## config.mk

```make
export PLATFORM = sky130hd
export DESIGN_NAME = ln_ram
export DESIGN_NICKNAME = d
export VERILOG_FILES = /design/src/rtl/ln_ram.sv
export SDC_FILE = /design/constraint.sdc
export NUM_CORES = 2
export LEC_CHECK = 0
export BUFFER_PORTS_ARGS = -buffer_cell sky130_fd_sc_hd__buf_2
export CORE_MARGIN = 5
export CORE_UTILIZATION = 40
export CTS_CLUSTER_SIZE = 30
export DETAILED_ROUTE_END_ITERATION = 8
export SYNTH_ARGS = -nofsm -noshare
export SYNTH_HDL_FRONTEND = slang
export SYNTH_SLANG_ARGS = --single-unit
```

## constraint.sdc

```tcl
create_clock -name clk_i -period 6.9 [get_ports clk_i]
set_input_delay 0.345 -clock clk_i [delete_from_list [all_inputs] [get_ports clk_i]]
set_output_delay 0.345 -clock clk_i [all_outputs]
set_load 0.005 [all_outputs]
```

## src/rtl/ln_ram.sv

```systemverilog
module ln_ram #(
  parameter int unsigned WIDTH = 32,
  parameter int unsigned DEPTH = 64
) (
  input  logic                     clk_i,
  input  logic                     we_i,
  input  logic [$clog2(DEPTH)-1:0] waddr_i,
  input  logic [WIDTH-1:0]         wdata_i,
  input  logic [$clog2(DEPTH)-1:0] raddr_i,
  output logic [WIDTH-1:0]         rdata_o
);

  logic [WIDTH-1:0] mem_q [DEPTH];

  always_ff @(posedge clk_i) begin
    if (we_i) begin
      mem_q[waddr_i] <= wdata_i;
    end
    rdata_o <= mem_q[raddr_i];
  end

endmodule
```

* Yosys cells after proc, flatten, opt, wreduce, memory -nomap -nowiden
Memories as Yosys holds them, arrays and structs flattened. A register that Yosys moved wholly into a read port is not among the register bits.
Cells that the tools add are included.
** Word-level totals
- Flip-flop bits (word level) :: 0
- Output and inout bits :: 32
- Bits in writable memories :: 2048
- Memories :: 1
- Input bits :: 46
** Operators by class
- Muxes and demuxes :: 2
** Memories
- mem_q :: words 64, bits a word 32, read ports 1, clocked after Yosys merged registers in 1, wr ports 1, line 13 : logic [WIDTH-1:0] mem_q [DEPTH];
** Operators by type and width (number)
- $mux 1 :: 2

* Longest topological paths before layout
- Word-level depth :: 2
- Depth in mapped cells :: 10

* Worst setup path after synthesis
No wires, ideal clock.
- Path type :: input port to flip-flop
- Start point :: input waddr_i[3]
- End point :: memory mem_q[48][0], enable pin
- Path buffers :: 1
- Arrival :: 3.044 ns
- Required time :: 6.439 ns
- Stages on the path :: 4
- Path slack :: 3.395 ns
- Setup time :: 0.461 ns
- Cells stage by stage :: clkbuf_1 > nor2b_1 > nand4b_1 > nor3_1
** RTL lines
- from (decl) :: line 7 : input logic [$clog2(DEPTH)-1:0] waddr_i,
- to (decl) :: line 13
No word-level cell before the write port.

==> flow_metrics.tcl <==
set metrics [dict create \
    clock_sinks 2080 \
    hold_path.class "input pin to register" \
    initial_core_util 0.402 \
    syn_avg_cell_area_sq_um 23.6 \
    tns_ns 0 \
    finalClockSkew_ns 0.0257 \
    n_fill_cell 15980 \
    drive_gt1_frac 0.293 \
    numPortBuffers 77 \
    grt_max_degree 94 \
    crit_buf_inv 2 \
    die_area_sq_mm 0.205 \
    tightest_slew_ns 1.27 \
    crit_top_cell "mux4_2" \
    ios 78 \
    p_seq_frac 0.537 \
    wl_um 201000 \
    arrival_ns 3.53 \
    grt_overflow_total 0 \
    cts_setup_buffers 0 \
    min_period_ns 2.85 \
    start_kind "input pin" \
    syn2layout_area_growth_pct 13.8 \
    finalWeightedCongestion 0.760 \
    slowest_delay_ns 0.60 \
    antenna_found_initial 16 \
    ff_latch_area_sq_mm 0.0621 \
    clock_latency_ns 0.82 \
    crit_required_ns 7.58 \
    slew_viol_final 0 \
    synth_edf_count 2048 \
    async_flop_share 0 \
    ir_worst_vdd_uv 192 \
    row_count 162 \
    ys_seq_elements 2080 \
    core_sq_mm 0.195 \
    cpMaxStageDelayCell "mux4_2" \
    synth_top_cell_by_area "edfxtp_1" \
    combPwrFrac 0.046 \
    outcome "finished clean" \
    hold_viol 0 \
    grt_pass1_vias 37292 \
    worstPathCellList "buf_8, buf_12, mux4_2, mux4_2, o22ai_1, nor2_1" \
    htree_levels 4 \
    p_leak_nw 27.5 \
    power.density_mw_per_mm2 293 \
    first_iter_violations 4280 \
    drc 0 \
    total_power_mw 26.2 \
    multi_input_area_sq_mm 0.0160 \
    finalCritPeriodShare 0.413 \
    crit_fanout 93 \
    p_int_mw 20.7 \
    yosysWarnings 0 \
    clk_path_buf_depth 3 \
    via_per_inst 5.79 \
    synth_top_cells_by_area "edfxtp_1 (78%), mux4_2 (16%), mux2i_1 (1.2%), dfxtp_1 (0.82%), o22ai_1 (0.67%)" \
    critical-path-top-delay-family "multiplexers" \
    synthCells 3324 \
    p_sw_mw 5.50 \
    cts_resized 0 \
    track_usage 0.195 \
    clkPwrFrac 0.417 \
    max_slew_margin 0.150 \
    max_freq_mhz 351 \
    cts_tree "done" \
    synth_top_area_share 0.783 \
    yosysUniqueCellTypes 34 \
    end_kind "register" \
    swShare 0.210 \
    grt_pass1_wl_um 285000 \
    path_clk_slew_ns 0.06 \
    final_antenna_net_count 0 \
    ys_seq_area_frac 0.791 \
    finalSetupViolCount 0 \
    die_w_um 453 \
    synth_area_sq_mm 0.0785 \
    rsz0062_at_grt "false" \
    cts_buffers 205 \
    postCtsHoldBufs 0 \
    vias 36685 \
    nNetsFinal 3575 \
    critPathKind "input pin to register" \
    place_hpwl_um 108000 \
    post_drt_wl_per_cell_um 31.7 \
    syn_nets 3370 \
    die_h_um 453 \
    drt-pass1-iter-count 5 \
    synthFlopType "edfxtp_1" \
    cts_root_buf "clkbuf_16" \
    drv_cap 0 \
]
==> registers in the layout, indices dropped and copies added, names as in the netlist <==
signal   flops
mem_q     2048
rdata_o     32
==> path summary, 6_finish.rpt <==
check / from / endpoint / slack, ns / depth (start not counted)
hold reg to reg: mem_q[12][4] / rdata_o[4] / 0.74 / 4
setup / recovery: raddr_i[0] / rdata_o[2] / 4.05 / 6
setup reg to reg: mem_q[15][29] / rdata_o[29] / 4.55 / 4
hold / removal: waddr_i[1] / mem_q[50][23] / 0.21 / 3
==> routing by layer <==
layer	GRT usage	share of wire	up-vias
met1	0.276	0.41	20066
met2	0.315	0.49	1607
met4	0.0468	0.023	12
met5	0	0.00041	-
li1	-	-	14713
met3	0.0369	0.079	287
==> cells in the mapped netlist, types with 2 or more instances <==
library cell,count
nor2_1,137
nand3b_1,5
mux2i_1,93
nand4_1,2
buf_2,57
mux4_2,544
buf_1,21
a41o_1,4
buf_4,25
or3_1,3
and2_1,2
a311oi_1,8
nand2_1,26
and3_1,4
or3b_1,2
clkbuf_1,74
o221ai_1,27
or3b_2,3
nor2b_1,15
nand2b_1,8
buf_6,5
dfxtp_1,32
o32ai_1,4
edfxtp_1,2048
nor3_1,7
o22ai_1,84
a22oi_1,12
a21oi_1,62
nand3_1,5
==> logic make-up (layout without fill, tap and decap cells) <==
logic type | after synthesis | in the layout | synth area share
multiplexers | 637 | 637 | 0.168
AO/OA/AOI/OAI | 202 | 202 | 0.0167
other | 0 | 10 | 0
buffers and inverters | 182 | 563 | 0.0113
flip-flops | 2080 | 2080 | 0.791
AND/OR/NAND/NOR | 223 | 223 | 0.0127
==> through the flow <==
step           hold WS (ns)  utilization  std cells  instance area (sq um)  worst slack [ns]
4_1_cts               0.158        0.457       6329                  89300              3.95
2_1_floorplan         0.444            -       3324                  78500              3.40
5_1_grt               0.189        0.458       6335                  89300              3.93
3_3_place_gp          0.716        0.424       5946                  82700              3.02
3_5_place_dp          0.718        0.424       5946                  82700              3.07
6_report              0.208        0.458       6339                  89300              4.05
==> tightest hold or removal path, cell delays in order <==
cell and delay [ns]:
buf_2 0.18, nand2b_1 0.21, nor2_4 0.11
==> cells in the final DEF (no fill, tap or decap), drive strengths merged, types with 10 or more instances in the layout <==
cell    instances
a21oi          62
a22oi          12
buf           180
bufinv         14
clkbuf        280
clkinv         74
dfxtp          32
diode          10
edfxtp       2048
mux2i          93
mux4          544
nand2          26
nor2          137
nor2b          15
o221ai         27
o22ai          84
==> power by group through the flow <==
stage	clock, mW	sequential (mW)	combinational [mW]
floorplan	0	14.3	0.680
global placement	0	14.3	1.21
detailed placement	0	14.3	1.23
CTS	11.1	14.1	1.23
global route	11.6	14.1	1.28
finish	10.9	14.1	1.21
==> area by class of cell <==
| type | count | area share |
|---|---|---|
| flip-flops and latches | 2080 | 0.696 |
| clock buffers | 280 | 0.0629 |
| multi-input cells | 1062 | 0.179 |
| repair buffers | 180 | 0.0148 |
| clock inverters | 103 | 0.0107 |
| well taps | 2624 | 0.0368 |
| diodes | 10 | 0.000280 |
(Power assumes the default switching activity.)
